`src/rtl/assert_macros.svh`:
```
// Assertion helpers, clocked on clk with rst_n as the disable
`ifndef ASSERT_MACROS_SVH
`define ASSERT_MACROS_SVH

// condition holds at every edge out of reset
`define ASSERT_ALWAYS(label, cond) \
    label: assert property (@(posedge clk) disable iff (!rst_n) (cond)) \
        else $error("assertion failed: invariant");

// consequent holds at the same edge as the antecedent
`define ASSERT_IMPL(label, ante, cons) \
    label: assert property (@(posedge clk) disable iff (!rst_n) (ante) |-> (cons)) \
        else $error("assertion failed: implication");

// consequent holds at the edge after the antecedent
`define ASSERT_NEXT(label, ante, cons) \
    label: assert property (@(posedge clk) disable iff (!rst_n) (ante) |=> (cons)) \
        else $error("assertion failed: next-cycle implication");

`endif

```
`src/rtl/rpf_pkg.sv`:
```
package rpf_pkg;

    // field widths
    localparam int DIST_W  = 16;
    localparam int SPEED_W = 16;
    localparam int LIMIT_W = 15;
    localparam int MAG_W   = 32;
    localparam int TIME_W  = 32;
    localparam int MODE_W  = 2;
    localparam int CFG_IDX_W  = 3;
    localparam int CFG_DATA_W = 32;

    // register indexes
    localparam logic [CFG_IDX_W-1:0] REG_NEAR_LIMIT     = 3'd0;
    localparam logic [CFG_IDX_W-1:0] REG_NEAR_SPEED_MIN = 3'd1;
    localparam logic [CFG_IDX_W-1:0] REG_NEAR_MAG_MIN   = 3'd2;
    localparam logic [CFG_IDX_W-1:0] REG_FAR_SPEED_MIN  = 3'd3;
    localparam logic [CFG_IDX_W-1:0] REG_FAR_MAG_MIN    = 3'd4;
    localparam logic [CFG_IDX_W-1:0] REG_LEAVE_TIMEOUT  = 3'd5;
    localparam logic [CFG_IDX_W-1:0] REG_RADAR_ON       = 3'd6;

    // register reset values
    localparam logic [DIST_W-1:0] NEAR_LIMIT_RST    = 16'd100;
    localparam logic [TIME_W-1:0] LEAVE_TIMEOUT_RST = 32'd1000;

    typedef enum logic [MODE_W-1:0] {
        MODE_IDLE         = 2'd0,
        MODE_CLOSE        = 2'd1,
        MODE_LEAVE_ARM    = 2'd2,
        MODE_LEAVE_REPORT = 2'd3
    } rpf_mode_t;

    typedef struct packed {
        logic [DIST_W-1:0]  near_limit_cm;
        logic [LIMIT_W-1:0] near_speed_min;
        logic [MAG_W-1:0]   near_mag_min;
        logic [LIMIT_W-1:0] far_speed_min;
        logic [MAG_W-1:0]   far_mag_min;
        logic [TIME_W-1:0]  leave_timeout_ms;
        logic               radar_on;
    } rpf_cfg_t;

    typedef struct packed {
        logic [DIST_W-1:0]         distance_cm;
        logic signed [SPEED_W-1:0] speed_q8;
        logic [MAG_W-1:0]          magnitude;
        logic [TIME_W-1:0]         time_ms;
    } rpf_item_t;

    typedef struct packed {
        rpf_mode_t mode;
        logic      near_indicator;
        logic      far_indicator;
        logic      radar_timer_enable;
        logic      leave_pending;
    } rpf_result_t;

endpackage

```
`src/rtl/rpf_report_if.sv`:
```
interface rpf_report_if;
    import rpf_pkg::*;

    logic                      valid;
    logic                      ready;
    logic [DIST_W-1:0]         distance_cm;
    logic signed [SPEED_W-1:0] speed_q8;
    logic [MAG_W-1:0]          magnitude;
    logic [TIME_W-1:0]         time_ms;

    modport source (output valid, distance_cm, speed_q8, magnitude, time_ms, input ready);
    modport sink (input valid, distance_cm, speed_q8, magnitude, time_ms, output ready);
endinterface

```
`src/rtl/rpf_result_if.sv`:
```
interface rpf_result_if;
    import rpf_pkg::*;

    logic              valid;
    logic              ready;
    logic [MODE_W-1:0] mode;
    logic              near_indicator;
    logic              far_indicator;
    logic              radar_timer_enable;
    logic              leave_pending;

    modport source (output valid, mode, near_indicator, far_indicator, radar_timer_enable,
                    leave_pending, input ready);
    modport sink (input valid, mode, near_indicator, far_indicator, radar_timer_enable,
                  leave_pending, output ready);
endinterface

```
`src/rtl/rpf_cfg_regs.sv`:
```
module rpf_cfg_regs (
    input  logic                             clk,
    input  logic                             rst_n,
    input  logic                             wr_en,
    input  logic [rpf_pkg::CFG_IDX_W-1:0]    wr_index,
    input  logic [rpf_pkg::CFG_DATA_W-1:0]   wr_data,
    output rpf_pkg::rpf_cfg_t                cfg
);
    import rpf_pkg::*;

    rpf_cfg_t cfg_reg;
    rpf_cfg_t cfg_next;

    // decode the write; unknown indexes leave everything as it was
    always_comb
    begin
        cfg_next = cfg_reg;
        if (wr_en)
        begin
            case (wr_index)
                REG_NEAR_LIMIT:     cfg_next.near_limit_cm    = wr_data[DIST_W-1:0];
                REG_NEAR_SPEED_MIN: cfg_next.near_speed_min   = wr_data[LIMIT_W-1:0];
                REG_NEAR_MAG_MIN:   cfg_next.near_mag_min     = wr_data[MAG_W-1:0];
                REG_FAR_SPEED_MIN:  cfg_next.far_speed_min    = wr_data[LIMIT_W-1:0];
                REG_FAR_MAG_MIN:    cfg_next.far_mag_min      = wr_data[MAG_W-1:0];
                REG_LEAVE_TIMEOUT:  cfg_next.leave_timeout_ms = wr_data[TIME_W-1:0];
                REG_RADAR_ON:       cfg_next.radar_on         = wr_data[0];
                default:            cfg_next = cfg_reg;
            endcase
        end
    end

    always_ff @(posedge clk or negedge rst_n)
    begin
        if (!rst_n)
        begin
            cfg_reg.near_limit_cm    <= NEAR_LIMIT_RST;
            cfg_reg.near_speed_min   <= '0;
            cfg_reg.near_mag_min     <= '0;
            cfg_reg.far_speed_min    <= '0;
            cfg_reg.far_mag_min      <= '0;
            cfg_reg.leave_timeout_ms <= LEAVE_TIMEOUT_RST;
            cfg_reg.radar_on         <= 1'b1;
        end
        else
        begin
            cfg_reg <= cfg_next;
        end
    end

    assign cfg = cfg_reg;

endmodule

```
`src/rtl/rpf_fsm.sv`:
```
module rpf_fsm (
    input  logic                  clk,
    input  logic                  rst_n,
    input  logic                  step,
    input  rpf_pkg::rpf_item_t    item,
    input  rpf_pkg::rpf_cfg_t     cfg,
    output rpf_pkg::rpf_result_t  res
);
    import rpf_pkg::*;
    `include "assert_macros.svh"

    rpf_mode_t         mode_reg, mode_next;
    logic              armed_reg, armed_next;
    logic [TIME_W-1:0] start_reg, start_next;
    logic              near_reg, near_next;
    logic              far_reg, far_next;
    logic              ten_reg, ten_next;

    logic [SPEED_W:0]  speed_ext;
    logic [SPEED_W:0]  speed_abs;
    logic [TIME_W-1:0] age;
    logic              is_near, near_hit, far_hit, timed_out;

    // report classification for the idle step
    always_comb
    begin
        speed_ext = {item.speed_q8[SPEED_W-1], item.speed_q8};
        speed_abs = item.speed_q8[SPEED_W-1] ? (-speed_ext) : speed_ext;
        age       = item.time_ms - start_reg;  // wraps with the tick
        is_near   = item.distance_cm <= cfg.near_limit_cm;
        near_hit  = is_near && (speed_abs > {2'b00, cfg.near_speed_min})
                    && (item.magnitude > cfg.near_mag_min);
        far_hit   = !is_near && (speed_abs > {2'b00, cfg.far_speed_min})
                    && (item.magnitude > cfg.far_mag_min);
        timed_out = armed_reg && (age > cfg.leave_timeout_ms);
    end

    // next mode
    always_comb
    begin
        case (mode_reg)
            MODE_IDLE:
            begin
                if (timed_out)
                    mode_next = MODE_LEAVE_REPORT;
                else if (near_hit)
                    mode_next = MODE_CLOSE;
                else if (far_hit)
                    mode_next = MODE_LEAVE_ARM;
                else
                    mode_next = MODE_IDLE;
            end
            default: mode_next = MODE_IDLE;
        endcase
    end

    // levels and leave timer
    always_comb
    begin
        armed_next = armed_reg;
        start_next = start_reg;
        near_next  = near_reg;
        far_next   = far_reg;
        ten_next   = ten_reg;
        case (mode_reg)
            MODE_IDLE:
            begin
                if (timed_out)
                    armed_next = 1'b0;
            end
            MODE_CLOSE:
            begin
                near_next  = 1'b1;
                far_next   = 1'b0;
                ten_next   = cfg.radar_on;
                armed_next = 1'b0;
            end
            MODE_LEAVE_ARM:
            begin
                start_next = item.time_ms;
                armed_next = 1'b1;
            end
            MODE_LEAVE_REPORT:
            begin
                near_next = 1'b0;
                far_next  = 1'b1;
                ten_next  = 1'b0;
            end
            default: armed_next = armed_reg;
        endcase
    end

    always_ff @(posedge clk or negedge rst_n)
    begin
        if (!rst_n)
        begin
            mode_reg  <= MODE_IDLE;
            armed_reg <= 1'b0;
            start_reg <= '0;
            near_reg  <= 1'b0;
            far_reg   <= 1'b0;
            ten_reg   <= 1'b0;
        end
        else if (step)
        begin
            mode_reg  <= mode_next;
            armed_reg <= armed_next;
            start_reg <= start_next;
            near_reg  <= near_next;
            far_reg   <= far_next;
            ten_reg   <= ten_next;
        end
    end

    // result of the step being taken this cycle
    assign res.mode               = mode_next;
    assign res.near_indicator     = near_next;
    assign res.far_indicator      = far_next;
    assign res.radar_timer_enable = ten_next;
    assign res.leave_pending      = armed_next;

    `ASSERT_NEXT(a_nonidle_returns, step && (mode_reg != MODE_IDLE), mode_reg == MODE_IDLE)
    `ASSERT_IMPL(a_report_needs_arm, step && (mode_next == MODE_LEAVE_REPORT), armed_reg)
    `ASSERT_ALWAYS(a_levels_exclusive, !(near_reg && far_reg))
    `ASSERT_IMPL(a_timer_off_when_far, far_reg, !ten_reg)

endmodule

```
`src/rtl/radar_presence_fsm_core.sv`:
```
// Radar presence detector.
// Channels: report (sink) carries one radar report per transfer: distance,
// signed Q8.8 speed, echo magnitude and millisecond tick. result (source)
// carries one result per report: mode, near and far indicators, radar timer
// enable and leave pending. Both use valid/ready; a transfer happens on a
// clock edge with both high. Thresholds are set through the wr_en/wr_index/
// wr_data port, one register per cycle; the user must write them only while
// no report is in flight, and the block itself does not enforce it.
// Throughput: one report per cycle while result is not held off; the next
// mode and timer check are combinational between input and result registers.
// Stall: while result is held off, one further report is still taken into
// the input register; after that report.ready drops until the result moves.
// Reset (rst_n, asynchronous): both stages empty, mode idle, timer disarmed,
// all levels low, registers at their defaults.
module radar_presence_fsm_core (
    input  logic                            clk,
    input  logic                            rst_n,
    rpf_report_if.sink                      report,
    rpf_result_if.source                    result,
    input  logic                            wr_en,
    input  logic [rpf_pkg::CFG_IDX_W-1:0]   wr_index,
    input  logic [rpf_pkg::CFG_DATA_W-1:0]  wr_data
);
    import rpf_pkg::*;
    `include "assert_macros.svh"

    rpf_cfg_t    cfg;
    rpf_item_t   item_reg;
    logic        in_valid_reg;
    rpf_result_t res_next;
    rpf_result_t res_reg;
    logic        out_valid_reg;
    logic        advance;
    logic        step;

    rpf_cfg_regs u_cfg (
        .clk      (clk),
        .rst_n    (rst_n),
        .wr_en    (wr_en),
        .wr_index (wr_index),
        .wr_data  (wr_data),
        .cfg      (cfg)
    );

    // pipeline control
    assign advance      = !out_valid_reg || result.ready;
    assign step         = in_valid_reg && advance;
    assign report.ready = !in_valid_reg || advance;

    // input register
    always_ff @(posedge clk or negedge rst_n)
    begin
        if (!rst_n)
            in_valid_reg <= 1'b0;
        else if (report.ready)
            in_valid_reg <= report.valid;
    end

    always_ff @(posedge clk)
    begin
        if (report.valid && report.ready)
        begin
            item_reg.distance_cm <= report.distance_cm;
            item_reg.speed_q8    <= report.speed_q8;
            item_reg.magnitude   <= report.magnitude;
            item_reg.time_ms     <= report.time_ms;
        end
    end

    rpf_fsm u_fsm (
        .clk   (clk),
        .rst_n (rst_n),
        .step  (step),
        .item  (item_reg),
        .cfg   (cfg),
        .res   (res_next)
    );

    // result register
    always_ff @(posedge clk or negedge rst_n)
    begin
        if (!rst_n)
            out_valid_reg <= 1'b0;
        else if (advance)
            out_valid_reg <= in_valid_reg;
    end

    always_ff @(posedge clk)
    begin
        if (step)
            res_reg <= res_next;
    end

    assign result.valid              = out_valid_reg;
    assign result.mode               = res_reg.mode;
    assign result.near_indicator     = res_reg.near_indicator;
    assign result.far_indicator      = res_reg.far_indicator;
    assign result.radar_timer_enable = res_reg.radar_timer_enable;
    assign result.leave_pending      = res_reg.leave_pending;

    `ASSERT_IMPL(a_full_blocks_input, in_valid_reg && out_valid_reg && !result.ready, !report.ready)
    `ASSERT_NEXT(a_step_fills_output, step, out_valid_reg)
    `ASSERT_NEXT(a_stall_keeps_item, in_valid_reg && !advance, in_valid_reg && $stable(item_reg))

endmodule
```
`src/flat_wrapper.sv`:
```
// flat-port wrapper written by rule: the top's interface ports become plain ports
module radar_presence_fsm_core_flat import rpf_pkg::*;
  (clk, rst_n, wr_en, wr_index, wr_data, report_valid, report_distance_cm, report_speed_q8, report_magnitude, report_time_ms, report_ready, result_valid, result_mode, result_near_indicator, result_far_indicator, result_radar_timer_enable, result_leave_pending, result_ready);
  rpf_report_if report_i ();
  rpf_result_if result_i ();
  input  logic clk;
  input  logic rst_n;
  input  logic wr_en;
  input  logic [rpf_pkg::CFG_IDX_W-1:0] wr_index;
  input  logic [rpf_pkg::CFG_DATA_W-1:0] wr_data;
  input wire logic [$bits(report_i.valid)-1:0] report_valid;
  input wire logic [$bits(report_i.distance_cm)-1:0] report_distance_cm;
  input wire logic [$bits(report_i.speed_q8)-1:0] report_speed_q8;
  input wire logic [$bits(report_i.magnitude)-1:0] report_magnitude;
  input wire logic [$bits(report_i.time_ms)-1:0] report_time_ms;
  output wire logic [$bits(report_i.ready)-1:0] report_ready;
  output wire logic [$bits(result_i.valid)-1:0] result_valid;
  output wire logic [$bits(result_i.mode)-1:0] result_mode;
  output wire logic [$bits(result_i.near_indicator)-1:0] result_near_indicator;
  output wire logic [$bits(result_i.far_indicator)-1:0] result_far_indicator;
  output wire logic [$bits(result_i.radar_timer_enable)-1:0] result_radar_timer_enable;
  output wire logic [$bits(result_i.leave_pending)-1:0] result_leave_pending;
  input wire logic [$bits(result_i.ready)-1:0] result_ready;
  assign report_i.valid = report_valid;
  assign report_i.distance_cm = report_distance_cm;
  assign report_i.speed_q8 = report_speed_q8;
  assign report_i.magnitude = report_magnitude;
  assign report_i.time_ms = report_time_ms;
  assign report_ready = report_i.ready;
  assign result_valid = result_i.valid;
  assign result_mode = result_i.mode;
  assign result_near_indicator = result_i.near_indicator;
  assign result_far_indicator = result_i.far_indicator;
  assign result_radar_timer_enable = result_i.radar_timer_enable;
  assign result_leave_pending = result_i.leave_pending;
  assign result_i.ready = result_ready;
  radar_presence_fsm_core u_core (.clk(clk), .rst_n(rst_n), .report(report_i), .result(result_i), .wr_en(wr_en), .wr_index(wr_index), .wr_data(wr_data));
endmodule
```
`config.mk`:
```
export PLATFORM = sky130hd
export DESIGN_NAME = radar_presence_fsm_core_flat
export DESIGN_NICKNAME = d
export VERILOG_FILES = /design/src/rtl/rpf_pkg.sv /design/src/rtl/rpf_report_if.sv /design/src/rtl/rpf_result_if.sv /design/src/rtl/rpf_cfg_regs.sv /design/src/rtl/rpf_fsm.sv /design/src/rtl/radar_presence_fsm_core.sv /design/src/flat_wrapper.sv
export VERILOG_INCLUDE_DIRS = /design/src /design/src/rtl
export SDC_FILE = /design/constraint.sdc
export NUM_CORES = 1
export LEC_CHECK = 0
export BUFFER_PORTS_ARGS = -buffer_cell sky130_fd_sc_hd__buf_2
export CAP_MARGIN = 0
export CORE_MARGIN = 4
export CORE_UTILIZATION = 50
export DETAILED_ROUTE_END_ITERATION = 8
export PLACE_DENSITY = 0.75
export SETUP_SLACK_MARGIN = 0.1
export SYNTH_ARGS = -nofsm -noshare
export SYNTH_HDL_FRONTEND = slang
export SYNTH_SLANG_ARGS = --single-unit
```
`constraint.sdc`:
```
create_clock -name clk -period 5.49 [get_ports clk]
set_input_delay 0.549 -clock clk [delete_from_list [all_inputs] [get_ports clk]]
set_output_delay 0.549 -clock clk [all_outputs]
set_load 0.1 [all_outputs]
```
==> PnR_summary.wiki <==
{| class="wikitable"
! Metric !! Value
|-
| Yosys top cell by area || sky130_fd_sc_hd__dfrtp_1
|-
| Num CTS Buffers || 31
|-
| Cts hold-fix bufs || 0
|-
| XOR/XNOR share of the synthesized area || 0.0241
|-
| H-tree Lvls || 1
|-
| Placed cell area || 0.0165 sq mm
|-
| Unrepaired setup endpoints after global routing || false
|-
| Post-Layout Inst Area || 0.0175 sq mm
|-
| Buffer cell driving the clock tree root || sky130_fd_sc_hd__clkbuf_16
|-
| Combinational family with the most area after synthesis || adder cells
|-
| Final GP Congestion || 0.868
|-
| Count of instances resized after the clock tree is built || 0
|-
| Number of flops mapped to enable cells by yosys || 102
|-
| Clock skew || 0.0195 ns
|-
| Bufs on Longest Clock Path || 3
|-
| Biggest area contributors in the synthesized netlist || sky130_fd_sc_hd__dfrtp_1, sky130_fd_sc_hd__edfxtp_1, sky130_fd_sc_hd__ha_1
|-
| Yosys warns || 0
|-
| Simple-gate portion of the synthesized area || 0.0846
|-
| Share of post-route cells with drive strength above 1 || 0.203
|-
| Clock tree from TritonCTS || yes
|-
| Proportion of register bits with asynchronous set or reset after synthesis || 0.642
|-
| Req. time, crit path || 5.79 ns
|-
| Reg-to-reg startpoint || u_core.item_reg[0]
|-
| Synthesized-area fraction occupied by ao, oa, aoi and oai cells || 0.129
|-
| Core Footprint || 0.0299 sq mm
|-
| Global-route wire length before repair || 53.3 mm
|-
| Synthesized net count || 1692
|-
| Via-to-Cell Ratio || 5.38
|-
| Mux share of post-synthesis cell area || 0.0642
|-
| Post-route clock period utilization || 0.874
|-
| CP Class || register to register
|-
| Destination of the worst register-to-register timing path || u_core.result.mode[0]
|-
| Synthesized cell area || 0.0153 sq mm
|-
| Num Clock Sinks || 285
|-
| Post-CTS setup buffer count || 0
|-
| Power per unit of standard cell area || 457 mW/mm^2
|-
| Data arrival time at the worst-slack endpoint || 5.10 ns
|-
| Worst IR Drop VDD || 0.282 mV
|-
| Later-pin clock latency in the skew report || 0.58 ns
|-
| Reg2reg setup slack || 0.69 ns
|-
| Fmax achieved || 208 MHz
|-
| Layout area overhead || 14.4%
|-
| Arithmetic-cell share of the synthesized area counting full adders, half adders and majority gates || 0.144
|-
| Net count, final || 1847
|-
| Maximum fanout along the worst path || 4
|-
| Sum of negative setup slack || 0 ns
|-
| Yosys cell types || 64
|-
| Total of fill cells in the finished design || 2500
|-
| Kind of end point of the critical path || register
|-
| Flip-flop count of the largest register, all copies and words added || 143
|-
| Maximum Capacitance Violations || 0
|-
| Post-route worst setup slack || 0.690 ns
|-
| Global routing usage summed across all routing layers || 0.198
|-
| Avg Inst Size Synth || 11.1 sq um
|-
| Sum of internal, switching and leakage power || 7.99 mW
|-
| Maximum number of pins on one net before global-route repair || 94
|-
| Share of Yosys cell area claimed by the top area cell type || 0.284
|-
| Hold WC Path Type || primary input to asynchronous set/reset pin
|-
| CP startpoint kind || register
|-
| DR iter-0 viols || 562
|-
| Final number of hold-violating endpoints || 0
|-
| Worst slack at placement || 0.742 ns
|-
| Count of endpoints failing setup in the final report || 0
|-
| Leak || 8.25 nW
|-
| Min Tclk post-route || 4.80 ns
|-
| Slew at the pin closest to its max-slew limit || 1.10 ns
|-
| Port buffer count || 143
|-
| Post-synthesis cell count || 1381
|-
| Die span in y || 183 um
|-
| Final routed DRC violation total || 0
|-
| Main flop type after synthesis || sky130_fd_sc_hd__dfrtp_1
|-
| Remaining max-slew budget at the tightest pin || 0.263
|-
| Routed Wire Length || 33.5 mm
|-
| Number of antenna violations at the first check in global routing || 2
|-
| Reg clk slew, reported paths || 0.06 ns
|-
| Half-perimeter wire length after placement || 24.8 mm
|-
| Share of the yosys chip area belonging to registers || 0.501
|-
| Final Max Tran Viols || 0
|-
| Number of global-route vias before repair || 10500
|-
| FF-to-FF path depth || 20
|-
| Horizontal die dimension || 183 um
|-
| Initial Utilization || 0.511
|-
| Std cell rows || 63
|-
| DIE AREA || 0.0334 sq mm
|-
| Antenna violation net count after detailed routing || 0
|-
| Total number of vias || 10500
|-
| Gr ovfl total || 0
|-
| Average wire per standard cell || 17.1 um
|-
| Outcome || finished clean
|-
| Top-Level Pins || 144
|-
| Number of synthesized register bits || 285
|-
| Pre-antenna DRT Iters || 4
|}
[synth_stat cells, types with 27 or more instances]
cell type and count:
sky130_fd_sc_hd__a21o_1 69, sky130_fd_sc_hd__a21oi_1 61, sky130_fd_sc_hd__clkbuf_1 27, sky130_fd_sc_hd__dfrtp_1 173
sky130_fd_sc_hd__edfxtp_1 102, sky130_fd_sc_hd__ha_1 174, sky130_fd_sc_hd__inv_1 186, sky130_fd_sc_hd__mux2_2 87
sky130_fd_sc_hd__nand2_1 121, sky130_fd_sc_hd__nand4_1 34, sky130_fd_sc_hd__nor2_1 31, sky130_fd_sc_hd__o21ai_0 110
sky130_fd_sc_hd__xnor2_1 33
[per-layer routing]
layer,share of wire,global-route usage,wire (um)
met5,0.00042,0,14
met4,0.027,0.0528,895
met3,0.044,0.0313,1480
met2,0.48,0.330,16000
met1,0.45,0.272,15100
[layout by cell type (no fill, tap or decap), drive strengths merged, types with 12 or more instances in the layout]
cell and n:
inv 187, ha 174, dfrtp 173, buf 152, o21ai 123, nand2 121
edfxtp 102, mux2 87, a21o 69, a21oi 61, clkbuf 42, nand4 34
xnor2 33, nor2 32, clkinv 14, nand2b 12
[how the worst max path moves through the flow]
stage | slack [ns] | depth (start not counted) | start | endpoint
2_1_floorplan | 0.94 | 2 | u_core.result.valid | u_core.item_reg[0]
3_3_place_gp | 0.89 | 20 | u_core.item_reg[0] | u_core.result.mode[0]
3_5_place_dp | 0.74 | 20 | u_core.item_reg[0] | u_core.result.mode[0]
4_1_cts | 0.71 | 20 | u_core.item_reg[0] | u_core.result.mode[0]
5_1_grt | 0.39 | 20 | u_core.item_reg[0] | u_core.result.mode[0]
6_report | 0.69 | 20 | u_core.item_reg[0] | u_core.result.mode[0]
[cells by family after synthesis]
family | Yosys count
multiplexers | 87
AO/OA/AOI/OAI | 315
XOR/XNOR | 42
buffers and inverters | 216
adder cells (fa/ha/maj) | 175
flip-flops | 285
AND/OR/NAND/NOR | 261
[worst max-delay path: stages (launching register included)]
cell and delay (ns):
sky130_fd_sc_hd__edfxtp_1 0.35, sky130_fd_sc_hd__inv_1 0.08, sky130_fd_sc_hd__ha_1 0.17, sky130_fd_sc_hd__inv_1 0.06, sky130_fd_sc_hd__fa_1 0.39, sky130_fd_sc_hd__a21o_1 0.19
sky130_fd_sc_hd__a21oi_1 0.20, sky130_fd_sc_hd__a211oi_1 0.14, sky130_fd_sc_hd__or3b_1 0.46, sky130_fd_sc_hd__a311o_1 0.34, sky130_fd_sc_hd__a31oi_1 0.17, sky130_fd_sc_hd__o21bai_1 0.09
sky130_fd_sc_hd__xor2_1 0.15, sky130_fd_sc_hd__ha_1 0.28, sky130_fd_sc_hd__nand4_1 0.11, sky130_fd_sc_hd__nor4_1 0.45, sky130_fd_sc_hd__nand2_1 0.15, sky130_fd_sc_hd__and3_1 0.21
sky130_fd_sc_hd__a21bo_2 0.25, sky130_fd_sc_hd__a41oi_2 0.20, sky130_fd_sc_hd__nor3_1 0.07
[final cells by class]
class,count,area (sq um),area share
Clock buffer,42,888,0.0508
Multi-Input combinational cell,880,6830,0.391
Tap cell,390,488,0.0279
Clock inverter,16,121,0.00695
Sequential cell,285,7650,0.438
Inverter,186,698,0.0400
Antenna cell,2,5.00,0.000286
Timing Repair Buffer,152,790,0.0452
[power by group]
| group | switching (mW) | leakage (nW) | internal, mW |
|---|---|---|---|
| Combinational | 1.71 | 4.56 | 1.38 |
| Sequential | 0.208 | 3.18 | 2.67 |
| Clock | 0.847 | 0.510 | 1.18 |
[per-stage QoR]
stage	cells	util	hold WS, ns
3_5_place_dp	1893	0.551	0.488
2_1_floorplan	1381	-	0.253
3_3_place_gp	1893	0.551	0.473
6_report	1953	0.585	0.0389
5_1_grt	1952	0.585	0.108
4_1_cts	1951	0.585	0.0788
Power figures use the tool's default switching activity.
